### config.mk
export PLATFORM = sky130hd
export DESIGN_NAME = stochastic_rsi_oscillator_top
export DESIGN_NICKNAME = d
export VERILOG_FILES = /design/src/rtl/srsi_pkg.sv /design/src/rtl/srsi_ring.sv /design/src/rtl/srsi_div.sv /design/src/rtl/stochastic_rsi_oscillator_top.sv
export VERILOG_INCLUDE_DIRS = /design/src /design/src/rtl
export SDC_FILE = /design/constraint.sdc
export NUM_CORES = 2
export LEC_CHECK = 0
export ABC_AREA = 1
export BUFFER_PORTS_ARGS = -buffer_cell sky130_fd_sc_hd__buf_4
export CAP_MARGIN = 20
export CORE_AREA = 2 2 402 404
export CTS_CLUSTER_DIAMETER = 200
export DETAILED_ROUTE_END_ITERATION = 6
export DIE_AREA = 0 0 404 406
export PLACE_DENSITY = 0.65
export SYNTH_ARGS = -nofsm -noshare
export SYNTH_HDL_FRONTEND = slang
export SYNTH_HIERARCHICAL = 1
export SYNTH_SLANG_ARGS = --single-unit
export TNS_END_PERCENT = 100
### constraint.sdc
create_clock -name clk -period 9.6 [get_ports clk]
set_clock_uncertainty 0.15 [all_clocks]
set_input_delay 0.96 -clock clk [delete_from_list [all_inputs] [get_ports clk]]
set_output_delay 0.96 -clock clk [all_outputs]
set_load 0.02 [all_outputs]
### src/rtl/assert_macros.svh
// assertion helpers, all disabled while reset is low
`ifndef ASSERT_MACROS_SVH
`define ASSERT_MACROS_SVH

// same-cycle implication
`define ASSERT_IMPL(label, clk, rst_n, ante, cons) \
    label: assert property (@(posedge clk) disable iff (!rst_n) (ante) |-> (cons)) \
        else $error("assertion failed");

// next-cycle implication
`define ASSERT_NEXT(label, clk, rst_n, ante, cons) \
    label: assert property (@(posedge clk) disable iff (!rst_n) (ante) |=> (cons)) \
        else $error("assertion failed");

`endif

### src/rtl/srsi_pkg.sv
package srsi_pkg;

    localparam int RSI_W      = 15;
    localparam int MAX_K      = 64;
    localparam int MAX_SMOOTH = 16;
    localparam int MAX_D      = 16;
    localparam int ADDR_W     = $clog2(MAX_K);
    localparam int HIDX_W     = $clog2(MAX_SMOOTH);
    localparam int KP_W       = 7;
    localparam int SM_W       = 5;
    localparam int CNT_W      = 8;
    localparam int HIST_W     = RSI_W + 1;
    localparam int SUM_W      = RSI_W + HIDX_W;
    localparam int DIVD_W     = 2 * RSI_W;
    localparam int DCNT_W     = 4;

    localparam logic [RSI_W-1:0] FULL_SCALE = RSI_W'(25600);
    localparam logic [RSI_W-1:0] RSI_MAXV   = '1;

    typedef enum logic [1:0] {
        REG_K_PERIOD = 2'd0,
        REG_K_SMOOTH = 2'd1,
        REG_D_PERIOD = 2'd2
    } reg_idx_t;

    typedef struct packed {
        logic              start;
        logic [DIVD_W-1:0] dividend;
        logic [RSI_W-1:0]  divisor;
    } div_req_t;

    typedef struct packed {
        logic             done;
        logic [RSI_W-1:0] quotient;
    } div_resp_t;

endpackage

### src/rtl/srsi_ring.sv
module srsi_ring
(
    input  logic                        clk,
    input  logic                        wr_en,
    input  logic [srsi_pkg::ADDR_W-1:0] wr_addr,
    input  logic [srsi_pkg::RSI_W-1:0]  wr_data,
    input  logic                        rd_en,
    input  logic [srsi_pkg::ADDR_W-1:0] rd_addr,
    output logic [srsi_pkg::RSI_W-1:0]  rd_data
);

    logic [srsi_pkg::RSI_W-1:0] mem [srsi_pkg::MAX_K];

    always_ff @(posedge clk)
    begin
        if (wr_en)
        begin
            mem[wr_addr] <= wr_data;
        end
        if (rd_en)
        begin
            rd_data <= mem[rd_addr];
        end
    end

endmodule

### src/rtl/srsi_div.sv
module srsi_div
(
    input  logic                clk,
    input  logic                rst_n,
    input  srsi_pkg::div_req_t  req,
    output srsi_pkg::div_resp_t resp
);

    logic [srsi_pkg::RSI_W-1:0]  rem_reg, rem_next;
    logic [srsi_pkg::RSI_W-1:0]  lowq_reg, lowq_next;
    logic [srsi_pkg::DCNT_W-1:0] cnt_reg, cnt_next;
    logic                        done_reg, done_next;
    logic [srsi_pkg::RSI_W:0]    trial;
    logic [srsi_pkg::RSI_W:0]    diff;

    // one quotient bit a cycle, restoring
    always_comb
    begin
        trial     = {rem_reg, lowq_reg[srsi_pkg::RSI_W-1]};
        diff      = trial - {1'b0, req.divisor};
        rem_next  = rem_reg;
        lowq_next = lowq_reg;
        cnt_next  = cnt_reg;
        done_next = 1'b0;
        if (req.start)
        begin
            rem_next  = req.dividend[srsi_pkg::DIVD_W-1:srsi_pkg::RSI_W];
            lowq_next = req.dividend[srsi_pkg::RSI_W-1:0];
            cnt_next  = srsi_pkg::DCNT_W'(srsi_pkg::RSI_W);
        end
        else if (cnt_reg != '0)
        begin
            if (!diff[srsi_pkg::RSI_W])
            begin
                rem_next  = diff[srsi_pkg::RSI_W-1:0];
                lowq_next = {lowq_reg[srsi_pkg::RSI_W-2:0], 1'b1};
            end
            else
            begin
                rem_next  = trial[srsi_pkg::RSI_W-1:0];
                lowq_next = {lowq_reg[srsi_pkg::RSI_W-2:0], 1'b0};
            end
            cnt_next  = cnt_reg - 1'b1;
            done_next = (cnt_reg == srsi_pkg::DCNT_W'(1));
        end
    end

    always_ff @(posedge clk or negedge rst_n)
    begin
        if (!rst_n)
        begin
            cnt_reg  <= '0;
            done_reg <= 1'b0;
        end
        else
        begin
            cnt_reg  <= cnt_next;
            done_reg <= done_next;
        end
    end

    always_ff @(posedge clk)
    begin
        rem_reg  <= rem_next;
        lowq_reg <= lowq_next;
    end

    assign resp.done     = done_reg;
    assign resp.quotient = lowq_reg;

endmodule

### src/rtl/stochastic_rsi_oscillator_top.sv
// stochastic rsi oscillator: one rsi sample (unsigned q7.8) per input item gives one
// result item carrying %k, %d and their valid flags. items are handled one at a time;
// s_axis_tready is high only while the sequencer is idle. the scan of the sample ring
// for high and low is pipelined, one ring read a cycle. each pass through the shared
// serial divider (stoch ratio, %k mean, %d mean) runs load, 15 quotient bits, done; the
// stoch division is skipped when warm-up or a flat window leaves no valid ratio. the
// history sums take one entry a cycle. the result waits in an output register, so the
// next item is taken while it is still pending; a new result that finds the register
// still full waits until m_axis_tready is high. registers sit at byte addresses 0
// (window length), 4 (%k smoothing length) and 8 (%d length); zero is taken as one and
// values above the maximum are clamped, read back gives the stored value before clamping.
`include "assert_macros.svh"

module stochastic_rsi_oscillator_top
(
    input  logic        clk,
    input  logic        rst_n,
    // apb configuration
    input  logic        psel,
    input  logic        penable,
    input  logic        pwrite,
    input  logic [3:0]  paddr,
    input  logic [31:0] pwdata,
    output logic [31:0] prdata,
    output logic        pready,
    // input items
    input  logic        s_axis_tvalid,
    output logic        s_axis_tready,
    input  logic [15:0] s_axis_tdata,   // [14:0] rsi_value
    // result items
    output logic        m_axis_tvalid,
    input  logic        m_axis_tready,
    output logic [31:0] m_axis_tdata,   // [14:0] stoch_k, [29:15] stoch_d
    output logic [1:0]  m_axis_tuser    // [0] k_valid, [1] d_valid
);

    typedef enum logic [3:0] {
        S_IDLE, S_SCAN, S_SDIV, S_KSUM, S_KDIV, S_DSUM, S_DDIV, S_OUT
    } state_t;

    localparam int RW = srsi_pkg::RSI_W;

    state_t state_reg, state_next;

    // configuration registers
    logic [srsi_pkg::KP_W-1:0] kper_reg;
    logic [srsi_pkg::SM_W-1:0] ksm_reg;
    logic [srsi_pkg::SM_W-1:0] dper_reg;

    // per-item working registers
    logic [srsi_pkg::ADDR_W-1:0] wp_reg, wp_next;
    logic [srsi_pkg::ADDR_W-1:0] wpi_reg, wpi_next;
    logic [srsi_pkg::CNT_W-1:0]  cnt_reg, cnt_next;
    logic [srsi_pkg::KP_W-1:0]   kp_reg, kp_next;
    logic [srsi_pkg::SM_W-1:0]   ks_reg, ks_next;
    logic [srsi_pkg::SM_W-1:0]   dp_reg, dp_next;
    logic [RW-1:0]               rsi_reg, rsi_next;
    logic [RW-1:0]               hi_reg, hi_next;
    logic [RW-1:0]               lo_reg, lo_next;
    logic [srsi_pkg::KP_W-1:0]   iss_reg, iss_next;
    logic                        pend_reg, pend_next;
    logic [srsi_pkg::HIDX_W-1:0] idx_reg, idx_next;
    logic [srsi_pkg::SUM_W-1:0]  sum_reg, sum_next;
    logic                        ok_reg, ok_next;
    logic                        kok_reg, kok_next;
    logic [RW-1:0]               kval_reg, kval_next;
    logic                        go_reg, go_next;

    // histories, index 0 newest
    logic [srsi_pkg::HIST_W-1:0] sh_reg [srsi_pkg::MAX_SMOOTH];
    logic [srsi_pkg::HIST_W-1:0] kh_reg [srsi_pkg::MAX_D];
    logic                        spush, kpush;
    logic [srsi_pkg::HIST_W-1:0] spush_val, kpush_val;

    // output register
    logic          ov_reg, ov_next;
    logic [31:0]   od_reg, od_next;
    logic [1:0]    ou_reg, ou_next;

    logic                   in_acc;
    logic                   cfg_wr;
    logic                   rd_en;
    logic [srsi_pkg::ADDR_W-1:0] rd_addr;
    logic [RW-1:0]          rd_data;
    logic [srsi_pkg::KP_W-1:0] kp_cl;
    logic [srsi_pkg::SM_W-1:0] ks_cl, dp_cl;
    logic [srsi_pkg::HIST_W-1:0] hsel;
    logic [RW-1:0]          span;
    logic [srsi_pkg::DIVD_W-1:0] prod;

    srsi_pkg::div_req_t  div_req;
    srsi_pkg::div_resp_t div_resp;

    assign in_acc = s_axis_tvalid && s_axis_tready;
    assign s_axis_tready = (state_reg == S_IDLE);
    assign pready = 1'b1;
    assign cfg_wr = psel && penable && pwrite && pready;

    // register read back
    always_comb
    begin
        case (paddr[3:2])
            srsi_pkg::REG_K_PERIOD: prdata = {25'd0, kper_reg};
            srsi_pkg::REG_K_SMOOTH: prdata = {27'd0, ksm_reg};
            srsi_pkg::REG_D_PERIOD: prdata = {27'd0, dper_reg};
            default:                prdata = '0;
        endcase
    end

    always_ff @(posedge clk or negedge rst_n)
    begin
        if (!rst_n)
        begin
            kper_reg <= srsi_pkg::KP_W'(14);
            ksm_reg  <= srsi_pkg::SM_W'(3);
            dper_reg <= srsi_pkg::SM_W'(3);
        end
        else if (cfg_wr && paddr[1:0] == 2'd0)
        begin
            case (paddr[3:2])
                srsi_pkg::REG_K_PERIOD: kper_reg <= pwdata[srsi_pkg::KP_W-1:0];
                srsi_pkg::REG_K_SMOOTH: ksm_reg  <= pwdata[srsi_pkg::SM_W-1:0];
                srsi_pkg::REG_D_PERIOD: dper_reg <= pwdata[srsi_pkg::SM_W-1:0];
                default: ;
            endcase
        end
    end

    // clamped register values
    always_comb
    begin
        if (kper_reg == '0)
            kp_cl = srsi_pkg::KP_W'(1);
        else if (kper_reg > srsi_pkg::KP_W'(srsi_pkg::MAX_K))
            kp_cl = srsi_pkg::KP_W'(srsi_pkg::MAX_K);
        else
            kp_cl = kper_reg;
        if (ksm_reg == '0)
            ks_cl = srsi_pkg::SM_W'(1);
        else if (ksm_reg > srsi_pkg::SM_W'(srsi_pkg::MAX_SMOOTH))
            ks_cl = srsi_pkg::SM_W'(srsi_pkg::MAX_SMOOTH);
        else
            ks_cl = ksm_reg;
        if (dper_reg == '0)
            dp_cl = srsi_pkg::SM_W'(1);
        else if (dper_reg > srsi_pkg::SM_W'(srsi_pkg::MAX_D))
            dp_cl = srsi_pkg::SM_W'(srsi_pkg::MAX_D);
        else
            dp_cl = dper_reg;
    end

    srsi_ring u_ring
    (
        .clk     (clk),
        .wr_en   (in_acc),
        .wr_addr (wp_reg),
        .wr_data (s_axis_tdata[RW-1:0]),
        .rd_en   (rd_en),
        .rd_addr (rd_addr),
        .rd_data (rd_data)
    );

    srsi_div u_div
    (
        .clk   (clk),
        .rst_n (rst_n),
        .req   (div_req),
        .resp  (div_resp)
    );

    // scan reads walk back from the newest slot
    assign rd_en   = (state_reg == S_SCAN) && (iss_reg < kp_reg);
    assign rd_addr = wpi_reg - iss_reg[srsi_pkg::ADDR_W-1:0];

    assign hsel = (state_reg == S_DSUM) ? kh_reg[idx_reg] : sh_reg[idx_reg];
    assign span = hi_reg - lo_reg;
    assign prod = srsi_pkg::DIVD_W'(srsi_pkg::FULL_SCALE) * srsi_pkg::DIVD_W'(rsi_reg - lo_reg);

    // divider operands follow the phase
    always_comb
    begin
        div_req.start = go_reg;
        case (state_reg)
            S_SDIV:
            begin
                div_req.dividend = prod;
                div_req.divisor  = span;
            end
            S_KDIV:
            begin
                div_req.dividend = srsi_pkg::DIVD_W'(sum_reg);
                div_req.divisor  = RW'(ks_reg);
            end
            default:
            begin
                div_req.dividend = srsi_pkg::DIVD_W'(sum_reg);
                div_req.divisor  = RW'(dp_reg);
            end
        endcase
    end

    // sequencer
    always_comb
    begin
        state_next = state_reg;
        wp_next    = wp_reg;
        wpi_next   = wpi_reg;
        cnt_next   = cnt_reg;
        kp_next    = kp_reg;
        ks_next    = ks_reg;
        dp_next    = dp_reg;
        rsi_next   = rsi_reg;
        hi_next    = hi_reg;
        lo_next    = lo_reg;
        iss_next   = iss_reg;
        pend_next  = 1'b0;
        idx_next   = idx_reg;
        sum_next   = sum_reg;
        ok_next    = ok_reg;
        kok_next   = kok_reg;
        kval_next  = kval_reg;
        go_next    = 1'b0;
        ov_next    = ov_reg;
        od_next    = od_reg;
        ou_next    = ou_reg;
        spush      = 1'b0;
        spush_val  = '0;
        kpush      = 1'b0;
        kpush_val  = '0;

        if (ov_reg && m_axis_tready)
            ov_next = 1'b0;

        case (state_reg)
            S_IDLE:
            begin
                if (in_acc)
                begin
                    wpi_next = wp_reg;
                    wp_next  = wp_reg + 1'b1;
                    if (cnt_reg < srsi_pkg::CNT_W'(srsi_pkg::MAX_K))
                        cnt_next = cnt_reg + 1'b1;
                    kp_next    = kp_cl;
                    ks_next    = ks_cl;
                    dp_next    = dp_cl;
                    rsi_next   = s_axis_tdata[RW-1:0];
                    hi_next    = '0;
                    lo_next    = srsi_pkg::RSI_MAXV;
                    iss_next   = '0;
                    state_next = S_SCAN;
                end
            end
            S_SCAN:
            begin
                pend_next = rd_en;
                if (rd_en)
                    iss_next = iss_reg + 1'b1;
                if (pend_reg)
                begin
                    if (rd_data > hi_reg)
                        hi_next = rd_data;
                    if (rd_data < lo_reg)
                        lo_next = rd_data;
                end
                if (!rd_en && !pend_reg)
                begin
                    idx_next = '0;
                    sum_next = '0;
                    ok_next  = 1'b1;
                    if (cnt_reg >= srsi_pkg::CNT_W'(kp_reg) && hi_reg != lo_reg)
                    begin
                        go_next    = 1'b1;
                        state_next = S_SDIV;
                    end
                    else
                    begin
                        // warm-up or flat window: invalid zero entry
                        spush      = 1'b1;
                        state_next = S_KSUM;
                    end
                end
            end
            S_SDIV:
            begin
                if (div_resp.done)
                begin
                    spush      = 1'b1;
                    spush_val  = {1'b1, div_resp.quotient};
                    state_next = S_KSUM;
                end
            end
            S_KSUM, S_DSUM:
            begin
                sum_next = sum_reg + srsi_pkg::SUM_W'(hsel[RW-1:0]);
                ok_next  = ok_reg && hsel[RW];
                idx_next = idx_reg + 1'b1;
                if (state_reg == S_KSUM)
                begin
                    if (idx_reg == srsi_pkg::HIDX_W'(ks_reg - 1'b1))
                    begin
                        go_next    = 1'b1;
                        state_next = S_KDIV;
                    end
                end
                else if (idx_reg == srsi_pkg::HIDX_W'(dp_reg - 1'b1))
                begin
                    go_next    = 1'b1;
                    state_next = S_DDIV;
                end
            end
            S_KDIV:
            begin
                if (div_resp.done)
                begin
                    kok_next   = ok_reg;
                    kval_next  = ok_reg ? div_resp.quotient : '0;
                    kpush      = 1'b1;
                    kpush_val  = ok_reg ? {1'b1, div_resp.quotient} : '0;
                    idx_next   = '0;
                    sum_next   = '0;
                    ok_next    = 1'b1;
                    state_next = S_DSUM;
                end
            end
            S_DDIV:
            begin
                // the divider holds the %d quotient until its next start
                if (div_resp.done)
                begin
                    state_next = S_OUT;
                end
            end
            S_OUT:
            begin
                // hand over once the output register is free
                if (!ov_reg || m_axis_tready)
                begin
                    od_next    = {2'b00, (ok_reg ? div_resp.quotient : RW'(0)), kval_reg};
                    ou_next    = {ok_reg, kok_reg};
                    ov_next    = 1'b1;
                    state_next = S_IDLE;
                end
            end
            default:
            begin
                state_next = S_IDLE;
            end
        endcase
    end

    always_ff @(posedge clk or negedge rst_n)
    begin
        if (!rst_n)
        begin
            state_reg <= S_IDLE;
            wp_reg    <= '0;
            cnt_reg   <= '0;
            pend_reg  <= 1'b0;
            go_reg    <= 1'b0;
            ov_reg    <= 1'b0;
            for (int i = 0; i < srsi_pkg::MAX_SMOOTH; i++)
            begin
                sh_reg[i] <= '0;
            end
            for (int i = 0; i < srsi_pkg::MAX_D; i++)
            begin
                kh_reg[i] <= '0;
            end
        end
        else
        begin
            state_reg <= state_next;
            wp_reg    <= wp_next;
            cnt_reg   <= cnt_next;
            pend_reg  <= pend_next;
            go_reg    <= go_next;
            ov_reg    <= ov_next;
            if (spush)
            begin
                for (int i = srsi_pkg::MAX_SMOOTH - 1; i > 0; i--)
                begin
                    sh_reg[i] <= sh_reg[i-1];
                end
                sh_reg[0] <= spush_val;
            end
            if (kpush)
            begin
                for (int i = srsi_pkg::MAX_D - 1; i > 0; i--)
                begin
                    kh_reg[i] <= kh_reg[i-1];
                end
                kh_reg[0] <= kpush_val;
            end
        end
    end

    always_ff @(posedge clk)
    begin
        wpi_reg  <= wpi_next;
        kp_reg   <= kp_next;
        ks_reg   <= ks_next;
        dp_reg   <= dp_next;
        rsi_reg  <= rsi_next;
        hi_reg   <= hi_next;
        lo_reg   <= lo_next;
        iss_reg  <= iss_next;
        idx_reg  <= idx_next;
        sum_reg  <= sum_next;
        ok_reg   <= ok_next;
        kok_reg  <= kok_next;
        kval_reg <= kval_next;
        od_reg   <= od_next;
        ou_reg   <= ou_next;
    end

    assign m_axis_tvalid = ov_reg;
    assign m_axis_tdata  = od_reg;
    assign m_axis_tuser  = ou_reg;

    // checks on the sequencer
    `ASSERT_NEXT(a_acc_scan, clk, rst_n, in_acc, state_reg == S_SCAN)
    `ASSERT_IMPL(a_div_phase, clk, rst_n, div_resp.done,
        state_reg == S_SDIV || state_reg == S_KDIV || state_reg == S_DDIV)
    `ASSERT_IMPL(a_k_zero, clk, rst_n, m_axis_tvalid && !m_axis_tuser[0],
        m_axis_tdata[14:0] == 15'd0)
    `ASSERT_IMPL(a_d_zero, clk, rst_n, m_axis_tvalid && !m_axis_tuser[1],
        m_axis_tdata[29:15] == 15'd0)

endmodule

---- After elaboration in Yosys (flattened, before gate mapping) ----
Memories as Yosys holds them, arrays and structs flattened. A register that Yosys moved wholly into a read port is not among the register bits.
Cells that the tools add are included.
storage, ports and cells
  RAM bits ................................ 960
  memories ................................ 1
  bits in registers ....................... 732
  output and inout bits ................... 69
  logic and storage cells ................. 227
memory list
  name        depth  width  read ports  clocked after memory_dff  write ports  line             RTL
  u_ring.mem  64     15     1           1                         1            srsi_ring.sv:12  logic [srsi_pkg::RSI_W-1:0] mem [srsi_pkg::MAX_K];
operators by class
  bitwise operators ....................... 1
  muxes and demuxes ....................... 76
  eq/ne operators ......................... 25
  multipliers ............................. 1
  $add $sub $neg .......................... 12
  reductions and logical operators ........ 39
  order comparisons ....................... 9
operator list
  operator                                               number
  two-way mux 15 bit                                     12
  two-way mux 16 bit                                     10
  binary-select mux 16 bit (select 4 bit)                2
  one-hot mux 45 bit (2 select lines)                    1
  one-hot mux 15 bit (2 select lines)                    2
  one-hot mux 19 bit (3 select lines)                    1
  two-way mux 4 bit                                      13
  two-way mux 19 bit                                     2
  multiplier 5 x 30 -> 20 bit, first input constant      1
  one-hot mux 4 bit (7 select lines)                     1
  two-way mux 1 bit                                      21
  two-way mux 7 bit                                      3
  one-hot mux 7 bit (3 select lines)                     1
  adder 19 x 15 -> 19 bit                                1
  equality test 4 x 3 -> 1 bit, second input constant    4
  subtractor 15 x 15 -> 16 bit                           1
  subtractor 16 x 15 -> 16 bit                           1
  greater-than comparator 15 bit                         1
  < comparator 15 bit                                    1
  inequality test 15 bit                                 1
  subtractor 15 bit                                      1
  inequality test 2 x 1 -> 1 bit, second input constant  7
  one-hot mux 7 bit (2 select lines)                     1
  one-hot mux 4 bit (3 select lines)                     1
  other kinds (38)                                       73

---- Depth between registers and ports, before layout ----
  depth in word-level cells ............... 7
  mapped depth ............................ 29
  gate-level depth less buffers ........... 28

---- Hierarchy ----
The synthesis kept the hierarchy.
by module, submodules not included
  module                         seq. area each (um^2)  area an instance (um^2)  cells each  times used
  srsi_ring                      29278.1                39424.1                  3304        1
  stochastic_rsi_oscillator_top  18161.2                37255.7                  4634        1
  srsi_div                       1026.0                 2919.0                   418         1

---- Worst setup path before layout ----
OpenSTA, ideal clock, no wires.
  path kind ............................... input to register
  start point ............................. input s_axis_tvalid
  end point ............................... memory u_ring/mem[32][0] (netlist bit), enable pin
  stages on the path ...................... 5
  slack ................................... 5.195 ns
  library setup time ...................... 0.426 ns
  data arrival time ....................... 3.829 ns
  cell sequence ........................... inv_1 > nor2_4 > clkbuf_1 > nand4_1 > nor4_1
between the ends
  cells in the longest elaborated chain, start to end .. 3
ends and longest elaborated chain
  item                                     line                                 RTL
  start, declared                          stochastic_rsi_oscillator_top.sv:27  input logic s_axis_tvalid,
  logical AND 1 bit                        stochastic_rsi_oscillator_top.sv:94  assign in_acc = s_axis_tvalid && s_axis_tready;
  via in_acc                               stochastic_rsi_oscillator_top.sv:80  logic in_acc;
  two-way mux 1 bit                        srsi_ring.sv:16                      if (wr_en)
  two-way mux 1 bit (not written as such)  srsi_ring.sv:18                      mem[wr_addr] <= wr_data;
  end, declared                            srsi_ring.sv:12
The timed path passes the listed nets, and every way through them passes these cells.

---- Final worst setup path ----
  start point ............................. register idx_reg[1] (netlist bit)
  end point ............................... register sum_reg[10] (netlist bit), data pin
between the ends
  cells in the longest elaborated chain, start to end .. 7
  elaborated cells between the ends (all ways) .. 10
  those cells by class .................... 1 x add/sub; 8 x mux; 1 x bitwise
ends and longest elaborated chain
  item                                                   line                                  RTL
  start, declared                                        stochastic_rsi_oscillator_top.sv:62   logic [srsi_pkg::HIDX_W-1:0] idx_reg, idx_next;
  start signal, assigned                                 stochastic_rsi_oscillator_top.sv:407  idx_reg <= idx_next;
  inverter 4 -> 5 bit (not written as such) (*)          stochastic_rsi_oscillator_top.sv:175  assign hsel = (state_reg == S_DSUM) ? kh_reg[idx_reg] : sh_reg[idx_reg];
  binary-select mux 16 bit (select 4 bit)                stochastic_rsi_oscillator_top.sv:175
  two-way mux 16 bit (not written as such) (2 in a row)  stochastic_rsi_oscillator_top.sv:175
  two-way mux 16 bit (*)                                 stochastic_rsi_oscillator_top.sv:175
  adder 19 x 15 -> 19 bit (*)                            stochastic_rsi_oscillator_top.sv:294  sum_next = sum_reg + srsi_pkg::SUM_W'(hsel[RW-1:0]);
  one-hot mux 19 bit (3 select lines) (*)                stochastic_rsi_oscillator_top.sv:234  case (state_reg)
  end signal, assigned                                   stochastic_rsi_oscillator_top.sv:408  sum_reg <= sum_next;
  end, declared                                          stochastic_rsi_oscillator_top.sv:63   logic [srsi_pkg::SUM_W-1:0] sum_reg, sum_next;
Every way passes the cells marked *; elsewhere a longest branch is shown, timed or not. The select of a mux whose other input is x is not followed.
A chain may end at the register's enable or synchronous reset.

==> flow_metrics.tcl <==
set metrics [dict create \
    status "complete, but fails checks" \
    violations "design-rule violations" \
    worstPathBufferInverterCount 3 \
    worst_skew_pair.late_latency_ns 0.81 \
    critical-path-top-cell-by-count "nand2_1" \
    clk_transition_reported_paths_ns 0.06 \
    syn-mean-instance-area_sq_um 9.526 \
    placedInstanceArea_sq_um 81250 \
    place_hpwl_um 112500 \
    floorplan.io_pins 128 \
    critPathRequiredTime_ns 10.10 \
    critical_path_arrival_ns 5.41 \
    vdd_ir_drop_max_mv 0.5023 \
    post_synth_and_or_nand_nor_area_fraction_pct 23.58 \
    drive_above_1_share_pct 6.303 \
    htree_num_levels 4 \
    setup_viol 0 \
    post_cts_resized 0 \
    path_class "reg2reg" \
    globalRouteOverflowTotal 0 \
    post-cts-setup-buffer-count 0 \
    power.total_mw 32.13 \
    avgViaCountPerCell 5.550 \
    synthDistinctLibCells 54 \
    yosysWarningCount 6 \
    fp.dieArea_sq_um 164000 \
    synthCells 8356 \
    via_count 57900 \
    min_path_type "in2async" \
    asyncSetResetFlopFracSynth_pct 32.47 \
    fin_area_sq_um 86890 \
    post-route-min-period_ns 4.911 \
    synth_edf_count 1152 \
    timing.final.hold_violations 0 \
    antenna_found_initial 8 \
    track_usage_pct 24.31 \
    nets 8446 \
    timing.critical_path.to_type "flop" \
    clock_path_buffers 3 \
    drt-pass1-iter-count 7 \
    placement_rows 147 \
    grt_setup_unrepaired "no" \
    fraction_of_the_cycle_the_final_worst_path_needs_pct 51.15 \
    seq_area_frac_synth_pct 60.89 \
    flow.area_growth_from_synthesis_pct 9.163 \
    cp_max_fo 107 \
    start_util_pct 49.86 \
    dominantRegCellSynth "edfxtp_1" \
    worst_rel_slew_slack_pct 23.18 \
    avgRoutedWirePerCell_um 19.27 \
    muxShareOfSynthArea_pct 0.01415 \
    hold_ws_ns 0.05492 \
    tritoncts "yes" \
    worst_path_dominant_cell_family "buffers and inverters" \
    ys_seq_elements 1706 \
    place.port_buffers 73 \
    grt_max_degree 221 \
    grt_pass1_vias 54540 \
    tightest_slew_ns 1.151 \
    detail_route.wirelength_um 201000 \
    timing.critical_path.cells "buf_4 -> inv_6 -> buf_4 -> o21ai_0 -> a21oi_1 -> o21ai_1 -> nand3_1 -> nand2_1 -> nand2_1 -> nand2_1 -> ha_1 -> nand2_1 -> nor2_1 -> nor2_1 -> o21ai_0 -> nand2_1 -> a21o_1 -> a21oi_1" \
    place_congestion 0.8714 \
    remaining_drc_errors 1 \
    power_density_nw_per_um2 369.8 \
    synth_compound_area_share_pct 6.116 \
    largest_family_of_logic_cells_by_synthesized_area "simple AND/OR/NAND/NOR gates" \
    worst_path_largest_cell_delay_ns 0.75 \
    synthAdderAreaFrac_pct 3.056 \
    finalCoreUtilization_pct 54.43 \
    cts_made_buffers 172 \
    slowest_stage "buf_4" \
    static-leakage-power_nw 36.94 \
    post_synthesis_cell_area_sq_um 79600 \
    startpoint_type "flop" \
    floorplan.die.width_um 404 \
    cts.sinks 1706 \
    clock-root-buffer "clkbuf_16" \
    maxClockFrequency_ghz 0.2036 \
    postCtsHoldBufs 0 \
    design.core.area_sq_um 159600 \
    finalSetupTns_ns 0 \
    drv_slew 0 \
    synthXorXnorAreaFrac_pct 0.5282 \
    max_cap_viol_count 0 \
    largest_register_ff_count 960 \
    grt_pass1_wl_um 312300 \
    die-height_um 406 \
    initial_drt_markers 5954 \
    ant_nets 0 \
]
[per-stage QoR]
stage | instances | setup slack (ns)
2_1_floorplan | 8382 | 5.195
6_report | 10430 | 4.689
4_1_cts | 10430 | 4.655
5_1_grt | 10430 | 4.288
3_5_place_dp | 10120 | 4.685
3_3_place_gp | 10120 | 4.692
[cells by family (layout without fill, tap and decap cells)]
logic type               Yosys count  after routing
XOR/XNOR                          48             48
adder cells (fa/ha/maj)          183            183
multiplexers                       1              1
flip-flops                      1706           1706
AND/OR/NAND/NOR                 4475           4475
buffers and inverters           1037           1000
AO/OA/AOI/OAI                    904            904
other                              2             29
[synth_stat cells (all sizes together) (19+ instances only)]
| master | n | area (sq um) |
|---|---|---|
| inv | 517 | 1941 |
| a21oi | 232 | 1176 |
| nand2 | 2729 | 10350 |
| nand4 | 21 | 131.4 |
| ha | 164 | 2052 |
| fa | 19 | 380.4 |
| o211ai | 51 | 382.9 |
| o21ai | 557 | 2788 |
| xor2 | 30 | 262.8 |
| buf | 326 | 1952 |
| dfrtp | 547 | 13690 |
| clkbuf | 192 | 720.7 |
| nand3 | 1287 | 6469 |
| o221ai | 36 | 315.3 |
| edfxtp | 1152 | 34590 |
| nor2 | 384 | 1481 |
[area by class of cell]
| class | instances | area, sq um |
|---|---|---|
| fillers | 14000 | 72760 |
| flip-flops and latches | 1706 | 48470 |
| multi-input cells | 5639 | 26790 |
| clock buffers | 222 | 4708 |
| well taps | 2086 | 2610 |
| inverters | 519 | 2006 |
| repair buffers | 166 | 1374 |
| clock inverters | 93 | 932.1 |
| diodes | 1 | 2.502 |
[layer usage]
layer / part of all wire [%] / GRT usage [%] / wire length [um]
met4: 3.3 / 8.373 / 6618
met3: 6.9 / 3.945 / 13880
met2: 48 / 40.66 / 96530
met1: 42 / 32.25 / 83920
met5: 0.025 / 0 / 50
[report_power, final]
group | leakage [nW] | switching (mW) | internal, mW
registers | 18.1 | 0.390 | 8.58
clock network | 2.76 | 2.86 | 3.85
logic | 16.1 | 11.6 | 4.87
[worst paths after layout]
check                      cells past startpoint                     start                        end  slack [ns]
setup / recovery                              18  idx_reg[1]$_SDFFCE_PN0P_  sum_reg[10]$_SDFFCE_PN0P_        4.69
hold / removal                                 1                     rst_n     kh_reg[24]$_DFFE_PN0P_        0.05
setup reg to reg                              18  idx_reg[1]$_SDFFCE_PN0P_  sum_reg[10]$_SDFFCE_PN0P_        4.69
hold reg to reg                                0    cnt_reg[7]$_DFFE_PN0P_     cnt_reg[7]$_DFFE_PN0P_        0.26
max in group asynchronous                      2                     rst_n   state_reg[0]$_DFFE_PN0P_        7.80
min in group clk                               2             m_axis_tready    m_axis_tvalid$_DFF_PN0_        0.22
[placed cells by master, fill, tap and decap left out, types with 6 or more instances in the layout]
| cell type | netlist | routed |
|---|---|---|
| nand2_1 | 2705 | 2705 |
| nand3_1 | 1283 | 1283 |
| edfxtp_1 | 1152 | 1152 |
| dfrtp_1 | 547 | 547 |
| o21ai_0 | 527 | 527 |
| inv_1 | 505 | 498 |
| nor2_1 | 376 | 350 |
| a21oi_1 | 230 | 228 |
| clkbuf_16 | 0 | 177 |
| ha_1 | 164 | 164 |
| buf_4 | 41 | 156 |
| o211ai_1 | 51 | 51 |
| clkinv_1 | 2 | 37 |
| o221ai_1 | 36 | 36 |
| clkbuf_1 | 192 | 34 |
| o21ai_1 | 30 | 30 |
| clkinv_2 | 0 | 30 |
| xor2_1 | 30 | 28 |
| nor2_2 | 4 | 28 |
| conb_1 | 2 | 28 |
| nand4_1 | 21 | 21 |
| fa_1 | 19 | 19 |
| xnor2_1 | 18 | 17 |
| nor3_1 | 16 | 16 |
| nand2_2 | 16 | 16 |
| bufinv_16 | 0 | 14 |
| a21o_1 | 11 | 11 |
| clkbuf_8 | 0 | 11 |
| inv_2 | 12 | 9 |
| or2_2 | 8 | 8 |
| buf_12 | 1 | 8 |
| nor4_2 | 0 | 8 |
| o21bai_1 | 7 | 7 |
| inv_6 | 0 | 7 |
| dfstp_2 | 7 | 7 |
| nand3b_1 | 6 | 6 |
| nor2_4 | 4 | 6 |
No activity file was read; power rests on OpenSTA's default activity.
